File: config.mk
export PLATFORM = sky130hd
export DESIGN_NAME = slope_waypoint_sequencer
export DESIGN_NICKNAME = d
export VERILOG_FILES = /design/src/hw/rtl/swseq_pkg.sv /design/src/hw/rtl/swseq_window.sv /design/src/hw/rtl/swseq_path.sv /design/src/hw/rtl/slope_waypoint_sequencer.sv
export SDC_FILE = /design/constraint.sdc
export NUM_CORES = 1
export LEC_CHECK = 0
export BUFFER_PORTS_ARGS = -buffer_cell sky130_fd_sc_hd__buf_2
export CAP_MARGIN = 20
export CORE_ASPECT_RATIO = 1.5
export CORE_MARGIN = 8
export CORE_UTILIZATION = 45
export CTS_CLUSTER_SIZE = 8
export DETAILED_ROUTE_END_ITERATION = 10
export PLACE_DENSITY_LB_ADDON = 0.15
export SYNTH_ARGS = -nofsm -noshare
export SYNTH_HDL_FRONTEND = slang
export SYNTH_SLANG_ARGS = --single-unit
export TNS_END_PERCENT = 100
File: constraint.sdc
create_clock -name clk -period 27.2 [get_ports clk]
set_input_delay 4.08 -clock clk [delete_from_list [all_inputs] [get_ports clk]]
set_output_delay 4.08 -clock clk [all_outputs]
set_load 0.03 [all_outputs]
File: src/hw/rtl/swseq_pkg.sv
// ============================================================================
// swseq_pkg
// Shared types, widths, codes and the path table of the slope waypoint
// sequencer.
// ============================================================================
package swseq_pkg;

  localparam int PITCH_W  = 17;   // Q.8 degrees, signed
  localparam int ANGLE_W  = 18;   // heading target and awaited pitch width
  localparam int DWELL_W  = 16;
  localparam int TICK_W   = 8;
  localparam int CFG_W    = 17;   // widest configuration register
  localparam int CFG_IDX_W = 2;
  localparam int STEP_OUT_W = 3;

  localparam int WINDOW_LEN_DEF = 8;
  localparam int PATH_STEPS_DEF = 7;
  localparam int ROM_ROWS       = 7;
  localparam int ONE_DEG        = 256;

  localparam logic [DWELL_W-1:0] DWELL_LIMIT_RST = 16'd1000;

  typedef logic signed [ANGLE_W-1:0] angle_t;
  typedef logic signed [PITCH_W-1:0] pitch_t;

  // Request codes.
  localparam logic REQ_START  = 1'b0;
  localparam logic REQ_SAMPLE = 1'b1;

  // Configuration register indexes.
  localparam logic [CFG_IDX_W-1:0] CFG_START_YAW   = 2'd0;
  localparam logic [CFG_IDX_W-1:0] CFG_START_PITCH = 2'd1;
  localparam logic [CFG_IDX_W-1:0] CFG_DWELL_LIMIT = 2'd2;

  // Path state reported with every result beat.
  typedef struct packed {
    angle_t                  target_yaw;
    logic                    changed;
    logic [STEP_OUT_W-1:0]   step_index;
    logic                    done;
  } path_res_t;

  // Yaw change of a step; rows past the table or the path read as zero.
  function automatic angle_t rom_yaw(input int unsigned idx, input int unsigned steps);
    angle_t val;
    val = '0;
    if (idx < steps) begin
      case (idx)
        0: val = 18'sd0;
        1: val = 18'sd5120;
        2: val = 18'sd5120;
        3: val = 18'sd5120;
        4: val = -18'sd6400;
        5: val = -18'sd6400;
        6: val = -18'sd30720;
        default: val = '0;
      endcase
    end
    return val;
  endfunction

  // Pitch change of a step; rows past the table or the path read as zero.
  function automatic angle_t rom_pitch(input int unsigned idx, input int unsigned steps);
    angle_t val;
    val = '0;
    if (idx < steps) begin
      case (idx)
        1: val = -18'sd1536;
        3: val = -18'sd1536;
        5: val = -18'sd1536;
        default: val = '0;
      endcase
    end
    return val;
  endfunction

endpackage

File: src/hw/rtl/swseq_window.sv
// ============================================================================
// swseq_window
// Moving-average window of pitch samples: a shift line of the last
// WINDOW_LEN samples plus a running sum.
// ============================================================================
module swseq_window #(
  parameter int WINDOW_LEN = swseq_pkg::WINDOW_LEN_DEF,
  parameter int LOG_W      = $clog2(WINDOW_LEN),
  parameter int SUM_W      = swseq_pkg::PITCH_W + LOG_W
) (
  input  logic                              clk,
  input  logic                              rst_n,
  input  logic                              start_en,
  input  logic                              sample_en,
  input  logic signed [swseq_pkg::PITCH_W-1:0] start_pitch,
  input  logic signed [swseq_pkg::PITCH_W-1:0] pitch,
  output logic signed [SUM_W-1:0]           sum_nxt,
  output logic signed [swseq_pkg::PITCH_W-1:0] average
);
  import swseq_pkg::*;

  pitch_t                  win_r [WINDOW_LEN];
  logic signed [SUM_W-1:0] sum_r;
  logic signed [SUM_W-1:0] pitch_ext;
  logic signed [SUM_W-1:0] oldest_ext;
  logic signed [SUM_W-1:0] start_ext;

  assign pitch_ext  = {{LOG_W{pitch[PITCH_W-1]}}, pitch};
  assign oldest_ext = {{LOG_W{win_r[WINDOW_LEN-1][PITCH_W-1]}}, win_r[WINDOW_LEN-1]};
  assign start_ext  = {{LOG_W{start_pitch[PITCH_W-1]}}, start_pitch};

  always_comb begin
    if (start_en) begin
      sum_nxt = start_ext <<< LOG_W;
    end else if (sample_en) begin
      sum_nxt = sum_r + pitch_ext - oldest_ext;
    end else begin
      sum_nxt = sum_r;
    end
  end

  // Arithmetic shift gives the floor of the mean.
  assign average = sum_nxt[SUM_W-1:LOG_W];

  always_ff @(posedge clk) begin
    if (!rst_n) begin
      sum_r <= '0;
      for (int i = 0; i < WINDOW_LEN; i++) begin
        win_r[i] <= '0;
      end
    end else begin
      sum_r <= sum_nxt;
      if (start_en) begin
        for (int i = 0; i < WINDOW_LEN; i++) begin
          win_r[i] <= start_pitch;
        end
      end else if (sample_en) begin
        win_r[0] <= pitch;
        for (int i = 1; i < WINDOW_LEN; i++) begin
          win_r[i] <= win_r[i-1];
        end
      end
    end
  end

endmodule

File: src/hw/rtl/swseq_path.sv
// ============================================================================
// swseq_path
// Dwell counter, step pointer, heading target and awaited pitch of the
// waypoint path.
// ============================================================================
module swseq_path #(
  parameter int WINDOW_LEN = swseq_pkg::WINDOW_LEN_DEF,
  parameter int PATH_STEPS = swseq_pkg::PATH_STEPS_DEF,
  parameter int LOG_W      = $clog2(WINDOW_LEN),
  parameter int SUM_W      = swseq_pkg::PITCH_W + LOG_W
) (
  input  logic                                 clk,
  input  logic                                 rst_n,
  input  logic                                 start_en,
  input  logic                                 sample_en,
  input  logic [swseq_pkg::TICK_W-1:0]         ticks,
  input  logic signed [SUM_W-1:0]              sum_nxt,
  input  logic signed [swseq_pkg::PITCH_W-1:0] start_yaw,
  input  logic signed [swseq_pkg::PITCH_W-1:0] start_pitch,
  input  logic [swseq_pkg::DWELL_W-1:0]        dwell_limit,
  output logic                                 finished,
  output swseq_pkg::path_res_t                 res_nxt
);
  import swseq_pkg::*;

  localparam int STEP_W = $clog2(PATH_STEPS + 1);
  localparam int DEV_W  = ANGLE_W + LOG_W + 1;
  localparam logic signed [DEV_W-1:0] BOUND = DEV_W'(ONE_DEG * WINDOW_LEN);

  logic [STEP_W-1:0]  step_r, step_nxt;
  logic [STEP_W:0]    step_inc;
  angle_t             target_r, target_nxt;
  angle_t             awaited_r, awaited_nxt, awaited_adv;
  logic               expect_r, expect_nxt;
  logic               finished_r, finished_nxt;
  logic [DWELL_W-1:0] dwell_r, dwell_nxt, dwell_acc;
  logic [DWELL_W:0]   dwell_sum;
  logic               changed;
  logic               in_band;
  logic signed [DEV_W-1:0] dev;
  angle_t             start_yaw_ext, start_pitch_ext;
  logic [STEP_OUT_W+STEP_W-1:0] step_wide;

  assign start_yaw_ext   = {start_yaw[PITCH_W-1], start_yaw};
  assign start_pitch_ext = {start_pitch[PITCH_W-1], start_pitch};
  assign step_inc        = {1'b0, step_r} + 1'b1;

  assign dev = {{(DEV_W-SUM_W){sum_nxt[SUM_W-1]}}, sum_nxt}
             - ({{(DEV_W-ANGLE_W){awaited_r[ANGLE_W-1]}}, awaited_r} <<< LOG_W);
  assign in_band = (dev < BOUND) && (dev > -BOUND);

  assign dwell_sum   = {1'b0, dwell_r} + {{(DWELL_W+1-TICK_W){1'b0}}, ticks};
  assign dwell_acc   = dwell_sum[DWELL_W] ? '1 : dwell_sum[DWELL_W-1:0];
  assign awaited_adv = start_pitch_ext
                     + rom_pitch(32'(step_inc), 32'(PATH_STEPS));

  always_comb begin
    step_nxt     = step_r;
    target_nxt   = target_r;
    awaited_nxt  = awaited_r;
    expect_nxt   = expect_r;
    finished_nxt = finished_r;
    dwell_nxt    = dwell_r;
    changed      = 1'b0;
    if (start_en) begin
      step_nxt     = STEP_W'(1);
      target_nxt   = start_yaw_ext + rom_yaw(32'd0, 32'(PATH_STEPS));
      awaited_nxt  = start_pitch_ext + rom_pitch(32'd1, 32'(PATH_STEPS));
      expect_nxt   = rom_pitch(32'd1, 32'(PATH_STEPS)) != '0;
      finished_nxt = 1'b0;
      dwell_nxt    = '0;
    end else if (sample_en) begin
      dwell_nxt = (!expect_r || in_band) ? dwell_acc : '0;
      if (dwell_nxt > dwell_limit) begin
        dwell_nxt    = '0;
        target_nxt   = target_r + rom_yaw(32'(step_r), 32'(PATH_STEPS));
        step_nxt     = step_inc[STEP_W-1:0];
        awaited_nxt  = awaited_adv;
        expect_nxt   = awaited_adv != awaited_r;
        changed      = 1'b1;
        finished_nxt = step_inc >= (STEP_W+1)'(PATH_STEPS);
      end
    end
  end

  assign step_wide = {{STEP_OUT_W{1'b0}}, step_nxt};

  always_comb begin
    res_nxt.target_yaw = target_nxt;
    res_nxt.changed    = changed;
    res_nxt.step_index = step_wide[STEP_OUT_W-1:0];
    res_nxt.done       = finished_nxt;
  end

  assign finished = finished_r;

  always_ff @(posedge clk) begin
    if (!rst_n) begin
      step_r     <= '0;
      target_r   <= '0;
      awaited_r  <= '0;
      expect_r   <= 1'b0;
      finished_r <= 1'b0;
      dwell_r    <= '0;
    end else begin
      step_r     <= step_nxt;
      target_r   <= target_nxt;
      awaited_r  <= awaited_nxt;
      expect_r   <= expect_nxt;
      finished_r <= finished_nxt;
      dwell_r    <= dwell_nxt;
    end
  end

endmodule

File: src/hw/rtl/slope_waypoint_sequencer.sv
// ============================================================================
// slope_waypoint_sequencer
// Follows a fixed waypoint path while climbing a slope, from pitch samples.
// ============================================================================
// Usage:
//   Input beats carry a request (start path or pitch sample), a pitch
//   sample and the ticks elapsed since the last sample. Every input beat
//   produces exactly one result beat with the heading target, a step-change
//   flag, the step pointer, the done flag and the moving-average pitch.
//   An input beat is taken into an input register and processed, once the
//   result register is free, into the result register, which drives the
//   output. One beat per cycle is sustained while the receiver does not
//   stall; the state update of one beat is seen by the next beat processed.
//   When the receiver stalls, the result register holds its beat and the
//   input side stalls once the input register is also occupied.
//   Configuration registers are written through cfg_we/cfg_index/cfg_data
//   while no beat is in flight. Reset clears the window and path state,
//   zeroes start yaw and pitch, and sets the dwell limit to 1000.
// ============================================================================
module slope_waypoint_sequencer #(
  parameter int WINDOW_LEN = swseq_pkg::WINDOW_LEN_DEF,
  parameter int PATH_STEPS = swseq_pkg::PATH_STEPS_DEF
) (
  input  logic                                 clk,
  input  logic                                 rst_n,
  input  logic                                 cfg_we,
  input  logic [swseq_pkg::CFG_IDX_W-1:0]      cfg_index,
  input  logic [swseq_pkg::CFG_W-1:0]          cfg_data,
  input  logic                                 in_valid,
  output logic                                 in_stall,
  input  logic                                 in_req_type,
  input  logic signed [swseq_pkg::PITCH_W-1:0] in_pitch_sample,
  input  logic [swseq_pkg::TICK_W-1:0]         in_elapsed_ticks,
  output logic                                 out_valid,
  input  logic                                 out_stall,
  output logic signed [swseq_pkg::ANGLE_W-1:0] out_target_yaw,
  output logic                                 out_target_changed,
  output logic [swseq_pkg::STEP_OUT_W-1:0]     out_step_index,
  output logic                                 out_path_done,
  output logic signed [swseq_pkg::PITCH_W-1:0] out_mean_pitch
);
  import swseq_pkg::*;

  localparam int LOG_W = $clog2(WINDOW_LEN);
  localparam int SUM_W = PITCH_W + LOG_W;

  pitch_t             start_yaw_r, start_pitch_r;
  logic [DWELL_W-1:0] dwell_limit_r;

  logic               in_v_r;
  logic               req_r;
  pitch_t             pitch_r;
  logic [TICK_W-1:0]  ticks_r;

  logic               out_v_r;
  path_res_t          res_r, res_nxt;
  pitch_t             avg_r, avg_nxt;

  logic               out_free, fire, finished;
  logic               start_en, sample_en;
  logic signed [SUM_W-1:0] sum_nxt;

  assign out_free  = !out_v_r || !out_stall;
  assign fire      = in_v_r && out_free;
  assign in_stall  = in_v_r && !out_free;
  assign start_en  = fire && (req_r == REQ_START);
  assign sample_en = fire && (req_r == REQ_SAMPLE) && !finished;

  always_ff @(posedge clk) begin
    if (!rst_n) begin
      start_yaw_r   <= '0;
      start_pitch_r <= '0;
      dwell_limit_r <= DWELL_LIMIT_RST;
    end else if (cfg_we) begin
      case (cfg_index)
        CFG_START_YAW:   start_yaw_r   <= cfg_data;
        CFG_START_PITCH: start_pitch_r <= cfg_data;
        CFG_DWELL_LIMIT: dwell_limit_r <= cfg_data[DWELL_W-1:0];
        default: ;
      endcase
    end
  end

  always_ff @(posedge clk) begin
    if (!rst_n) begin
      in_v_r <= 1'b0;
    end else if (!in_stall) begin
      in_v_r <= in_valid;
    end
  end

  always_ff @(posedge clk) begin
    if (in_valid && !in_stall) begin
      req_r   <= in_req_type;
      pitch_r <= in_pitch_sample;
      ticks_r <= in_elapsed_ticks;
    end
  end

  swseq_window #(
    .WINDOW_LEN (WINDOW_LEN)
  ) u_window (
    .clk         (clk),
    .rst_n       (rst_n),
    .start_en    (start_en),
    .sample_en   (sample_en),
    .start_pitch (start_pitch_r),
    .pitch       (pitch_r),
    .sum_nxt     (sum_nxt),
    .average     (avg_nxt)
  );

  swseq_path #(
    .WINDOW_LEN (WINDOW_LEN),
    .PATH_STEPS (PATH_STEPS)
  ) u_path (
    .clk         (clk),
    .rst_n       (rst_n),
    .start_en    (start_en),
    .sample_en   (sample_en),
    .ticks       (ticks_r),
    .sum_nxt     (sum_nxt),
    .start_yaw   (start_yaw_r),
    .start_pitch (start_pitch_r),
    .dwell_limit (dwell_limit_r),
    .finished    (finished),
    .res_nxt     (res_nxt)
  );

  always_ff @(posedge clk) begin
    if (!rst_n) begin
      out_v_r <= 1'b0;
    end else if (out_free) begin
      out_v_r <= fire;
    end
  end

  always_ff @(posedge clk) begin
    if (fire) begin
      res_r <= res_nxt;
      avg_r <= avg_nxt;
    end
  end

  assign out_valid          = out_v_r;
  assign out_target_yaw     = res_r.target_yaw;
  assign out_target_changed = res_r.changed;
  assign out_step_index     = res_r.step_index;
  assign out_path_done      = res_r.done;
  assign out_mean_pitch     = avg_r;

endmodule

==> reports/summary.txt, run 1 <==
status -> complete, no violations
Total Routing Usage GR -> 0.203
Slew HR -> 0.344
Layout Utilization -> 0.515
Fin Setup TNS -> 0 ns
TritonCTS Buffers -> 47
Port Buffer Count -> 91
Max clock buf depth -> 3
most area-hungry cell type in the Yosys netlist -> edfxtp_1
ANT nets after route -> 0
CTS tree -> done
share of layout cells above drive strength 1 -> 0.103
RSZ-0062 raised after global routing -> false
clk_lat worst skew -> 0.56 ns
Synth area leaders -> edfxtp_1 (35%), dfxtp_1 (15%), nand2_1 (10%)
FFs w/ async S/R, synth -> 0
pin count of the biggest net entering global routing -> 98
register area share after synthesis -> 0.500
CP max-delay cell -> o41ai_4
Syn. warnings -> 0
H-Tree Depth -> 2
Ports -> 92
maxcap violations -> 0
total gr overflow -> 0
wire length per cell -> 18.7 um
Clock Sinks -> 331
f_max -> 85.6 MHz
Main synth FF type -> edfxtp_1
Remaining DRCs -> 0
mapped cell area -> 17300 um2
CTS Root Cell -> clkbuf_16
initial antenna violation count -> 0
Worst Setup End Kind -> flop
Syn Area/Cell -> 9.29 um2
die area -> 45100 um2
final hold violations -> 0
# resized after CTS -> 0
CTS Hold Bufs -> 0
Peak VDD IR -> 0.0561 mV
Initial DRT Pass Iterations -> 7
vias in the first global route -> 13300
CP Launch Type -> input port
Clk pin slew, worst setup/hold paths -> 0.05 ns
first-pass GRT wire length -> 72500 um
routability congestion estimate from global placement -> 0.910
CP max FO -> 28
Power Density -> 70.4 nW/um2
top cell type's share of synthesized area -> 0.350
diode count -> 0
Tmin final -> 11.68 ns
arrival time at the worst endpoint -> 12.13 ns
FF+latch count, synth -> 331
Final Max Slew Viols -> 0
clk_skew -> 0.0245 ns
Crit path required time -> 27.65 ns
setup violators final -> 0
Leakage -> 8.35 nW
Yosys cell types -> 81
die width -> 176 um
via count -> 13400
Hold WC Path Type -> reg -> reg
dpl hpwl -> 33500 um
core area -> 38200 um2
Post-synth EDFFs -> 202
Final #Nets -> 2109
Row Count -> 88
Post-CTS Setup Inserts -> 0
drt first-iter violations -> 806
Synth-to-Final Area Change -> 13.8%
worst slew pin tran -> 0.985 ns
Crit Path Class -> in -> reg
syn nets -> 2024
Final Cycle Share -> 0.430
vias per inst -> 5.41
Die Ht -> 256 um
final WL -> 46500 um
Syn Inst Count -> 1864
Initial Util -> 0.453
CP peak stage delay -> 0.76 ns
logic make-up (layout without fill, tap and decap cells):
kind of cell	after synthesis	count (layout)	share of synthesized area
simple gates	727	727	0.178
buf+inv	224	344	0.0492
flops	331	331	0.500
xor+xnor	64	64	0.0324
mux	14	14	0.00817
compound gates	394	394	0.143
fa+ha+maj	110	110	0.0890
layout by cell type (no fill, tap or decap), types with 7 or more instances in the layout:
cell type / Yosys / routed
and3_1: 10 / 10
nor2_1: 106 / 104
o21ai_1: 8 / 8
mux2i_1: 13 / 13
o21ai_0: 39 / 39
a211oi_1: 17 / 17
xor2_1: 20 / 20
fa_1: 22 / 22
xnor2_1: 44 / 44
nand2_1: 471 / 471
edfxtp_1: 202 / 202
inv_1: 143 / 140
clkbuf_1: 68 / 33
nand3_1: 21 / 21
nand4_1: 14 / 14
and2_1: 16 / 16
a31oi_1: 9 / 9
ha_1: 88 / 88
o211ai_1: 20 / 20
buf_2: 5 / 91
dfxtp_1: 129 / 129
or2_2: 9 / 9
o21a_1: 11 / 11
o22ai_1: 19 / 19
nand2b_1: 7 / 7
nor2b_1: 10 / 9
a21o_1: 25 / 25
a21oi_1: 173 / 173
clkbuf_16: 0 / 48
buf_4: 1 / 23
nor3_1: 31 / 30
a22oi_1: 14 / 14
cell type report:
cell class                 instances  area (um2)
timing repair buffer             116         659
clock buffer                      81        1330
inverter                         144         543
multi-input combinational       1309        7850
sequential                       331        8650
tap                              495         619
fill                            3576       18500
clock inverter                     3        55.1
metrics by stage:
| step | setup WS [ns] | cell area (um2) | hold WS [ns] | total power (W) | instances |
|---|---|---|---|---|---|
| 2_1_floorplan | 15.86 | 17300 | 0.432 | 0.000773 | 1864 |
| 3_3_place_gp | 14.80 | 18300 | 0.441 | 0.000845 | 2393 |
| 3_5_place_dp | 14.58 | 18300 | 0.448 | 0.000847 | 2393 |
| 4_1_cts | 15.18 | 19700 | 0.456 | 0.00140 | 2477 |
| 5_1_grt | 14.87 | 19700 | 0.468 | 0.00145 | 2479 |
| 6_report | 15.52 | 19700 | 0.455 | 0.00139 | 2479 |
worst max-delay path: cells and delay by family:
| family | cells | cell delay, ns |
|---|---|---|
| compound gates | 11 | 3.48 |
| buf+inv | 5 | 1.28 |
| simple gates | 9 | 2.42 |
| fa+ha+maj | 2 | 0.61 |
| xor+xnor | 1 | 0.17 |
per-layer routing:
metal | vias to the layer above | wire length [um] | track usage
met2 | 300 | 24100 | 0.369
met5 | - | 0 | 0
met1 | 6405 | 18700 | 0.232
met4 | 0 | 1800 | 0.0881
li1 | 6604 | - | -
met3 | 104 | 1830 | 0.0281
cell usage after synthesis, drive strengths merged (6+ instances only):
cell	number
nand2	471
edfxtp	202
a21oi	175
inv	144
dfxtp	129
nor2	107
ha	88
clkbuf	69
o21ai	49
xnor2	44
nor3	31
a21o	25
fa	22
o211ai	22
nand3	21
o22ai	20
xor2	20
a211oi	18
and2	16
a22oi	14
nand4	14
mux2i	13
buf	11
o21a	11
a31oi	10
and3	10
nor2b	10
or2	9
nand2b	7
a21boi	6
nor4	6
o21bai	6
report_power, final:
group	internal [W]	switching, W	total (W)
Combinational	0.0000971	0.000165	0.000263
Sequential	0.000562	0.0000132	0.000575
Clock	0.000329	0.000219	0.000549
Total	0.000989	0.000398	0.00139
worst paths after layout:
kind | from | cells past startpoint | end | slack, ns
worst max-delay path | out_stall | 28 | u_path.target_r[9] | 15.52
worst min register to register | start_yaw_r[1] | 2 | start_yaw_r[1] | 0.45
worst min-delay path | start_yaw_r[1] | 2 | start_yaw_r[1] | 0.45
worst max register to register | pitch_r[2] | 33 | u_path.target_r[9] | 17.88
flip-flops by register name, summed over array words and instances (netlist names):
name and flops:
out_step_index 3, start_pitch_r 17, out_target_changed 1, u_path.finished 1, start_yaw_r 17, pitch_r 17
u_window.win_r 136, dwell_limit_r 16, u_path.dwell_r 16, out_path_done 1, out_mean_pitch 17, in_v_r 1
req_r 1, out_target_yaw 18, ticks_r 8, u_path.target_r 18, u_path.expect_r 1, u_path.step_r 3
u_window.sum_r 20, out_valid 1, u_path.awaited_r 18
(Power assumes the default switching activity.)
==> inputs of run 2 (changes only) <==
==> constraint.sdc (replaced) <==
create_clock -name clk -period 11.1 [get_ports clk]
set_input_delay 1.665 -clock clk [delete_from_list [all_inputs] [get_ports clk]]
set_output_delay 1.665 -clock clk [all_outputs]
set_load 0.03 [all_outputs]
==> reports/summary.txt, run 2 (synthesis results as in run 1) <==
Port Buffer Count -> 91 (unchanged)
Synth-to-Final Area Change -> 13.6%
CP peak stage delay -> 0.72 ns (-0.04 ns)
Die Ht -> 256 um (unchanged)
Remaining DRCs -> 0 (unchanged)
Total Routing Usage GR -> 0.202 (-0.000821)
Clk pin slew, worst setup/hold paths -> 0.05 ns (about the same)
ANT nets after route -> 0 (unchanged)
reg-to-reg slack, setup -> 1.55 ns (-16.33 ns)
total gr overflow -> 0 (unchanged)
Clock Sinks -> 331 (unchanged)
post-layout instance area -> 19700 um2 (-0.17%)
H-Tree Depth -> 2 (unchanged)
share of layout cells above drive strength 1 -> 0.102 (-0.00141)
most common cell after layout, fill and taps aside -> nand2_1
R2R Path End -> u_path.target_r[16]
vias in the first global route -> 13300 (-0.030%)
Post-CTS Setup Inserts -> 0 (unchanged)
commonest non-fill, non-tap cells in the layout -> nand2_1 (471), edfxtp_1 (202), a21oi_1 (173)
Tmin final -> 9.55 ns
core area -> 38200 um2 (unchanged)
CP Launch Type -> flop
clk_lat worst skew -> 0.56 ns (about the same)
Fin Setup TNS -> 0 ns (unchanged)
vias per inst -> 5.44 (+0.55%)
routability congestion estimate from global placement -> 0.927 (+1.9%)
Largest regs -> u_window.win_r (136), u_window.sum_r (20)
Top reg by flops -> u_window.win_r
max reg flops -> 136 (unchanged)
Peak VDD IR -> 0.127 mV (+130%)
# resized after CTS -> 0 (unchanged)
Hold Crit Start -> u_path.dwell_r[2]
maxcap violations -> 0 (unchanged)
Cell Area, Placed -> 18300 um2 (unchanged)
Final Max Slew Viols -> 0 (unchanged)
wire length per cell -> 18.6 um (-1.0%)
CTS Hold Bufs -> 0 (unchanged)
register area -> 8650 um2 (unchanged)
CP max FO -> 23 (-18%)
Max clock buf depth -> 3 (unchanged)
status -> complete, no violations
WHS Endpoint -> u_path.dwell_r[2]
Slew HR -> 0.326 (-0.0180)
die width -> 176 um (unchanged)
Worst Setup End Kind -> flop
dpl hpwl -> 32800 um (-2.1%)
final hold violations -> 0 (unchanged)
Crit Path Class -> reg -> reg
initial antenna violation count -> 0 (unchanged)
pin count of the biggest net entering global routing -> 98 (unchanged)
diode count -> 0 (unchanged)
Hold WC Path Type -> reg -> reg
clk_skew -> 0.0314 ns (+0.00681 ns)
Row Count -> 88 (unchanged)
r2r startpoint -> pitch_r[2]
die area -> 45100 um2 (unchanged)
final WL -> 46000 um (-1.1%)
Leakage -> 8.33 nW (-0.20%)
CTS tree -> done
Initial DRT Pass Iterations -> 7 (unchanged)
Worst Reg2Reg Path Length in Cells -> 35 (+6.1%)
first-pass GRT wire length -> 72400 um (-0.20%)
setup violators final -> 0 (unchanged)
Ports -> 92 (unchanged)
arrival time at the worst endpoint -> 10.05 ns (-2.08 ns)
RSZ-0062 raised after global routing -> false
CTS Root Cell -> clkbuf_16
TritonCTS Buffers -> 47 (unchanged)
Final Cycle Share -> 0.860
via count -> 13500 (+0.47%)
Final #Nets -> 2107 (-0.095%)
Crit path required time -> 11.60 ns (-16.05 ns)
f_max -> 105 MHz
multi-input logic area -> 7850 um2 (unchanged)
CP max-delay cell -> o41ai_4
drt first-iter violations -> 803 (-0.37%)
worst slew pin tran -> 0.999 ns (+0.0144 ns)
fillcell total -> 3559 (-0.48%)
Power Density -> 172 nW/um2 (+140%)
Hold Path Depth -> 2 (unchanged)
Initial Util -> 0.453 (unchanged)
==> run 2: worst max-delay path by stage <==
stage / from / to / slack (ns) / cells past startpoint
final: pitch_r[2] / u_path.target_r[16] / 1.55 / 35
after global routing: pitch_r[2] / u_path.target_r[16] / 0.90 / 34
after CTS: pitch_r[2] / u_path.target_r[16] / 1.59 / 34
after detailed placement: out_stall / u_path.target_r[16] / 1.20 / 31
after global placement: out_stall / u_path.target_r[15] / 1.07 / 29
after floorplan: out_stall / u_path.target_r[17] / 2.18 / 31
==> run 2: stage by stage <==
stage / utilization / std cells / power [W] / hold WS, ns / setup WS (ns)
after floorplan: - / 1864 / 0.00189 / 0.432 / 2.18
after global placement: 0.478 / 2390 / 0.00207 / 0.441 / 1.07
after CTS: 0.514 / 2476 / 0.00341 / 0.454 / 1.59
final: 0.515 / 2477 / 0.00338 / 0.452 / 1.55
after detailed placement: 0.479 / 2392 / 0.00208 / 0.447 / 1.20
after global routing: 0.515 / 2477 / 0.00354 / 0.471 / 0.897
==> run 2: worst max-delay path, delay by kind of cell, from the launching register on <==
family	cells	cell delay (ns)
adders and majority gates	4	1.58
xor gates and xnor gates	1	0.24
AOI/OAI and AO/OA	15	4.29
and+or+nand+nor	11	2.40
buffers and inverters	4	0.62
DFF	1	0.34
==> run 2: layout make-up <==
cell class                      count  area share
Sequential cell                   331       0.440
Tap cell                          495      0.0315
Timing Repair Buffer              114      0.0330
Clock buffer                       82      0.0676
Inverter                          144      0.0276
Clock inverter                      2     0.00146
Multi-Input combinational cell   1309       0.399
==> run 2: layer usage <==
layer / routed length (um) / vias up / GRT usage
met4: 2640 / 0 / 0.115
met5: 0 / - / 0
met3: 2160 / 124 / 0.0313
met2: 22700 / 363 / 0.350
met1: 18400 / 6368 / 0.233
li1: - / 6621 / -
==> run 2: power by group <==
group / switching, W / internal, W
registers: 0.0000312 / 0.00138
logic: 0.000411 / 0.000237
clock network: 0.000520 / 0.000805
total: 0.000962 / 0.00242
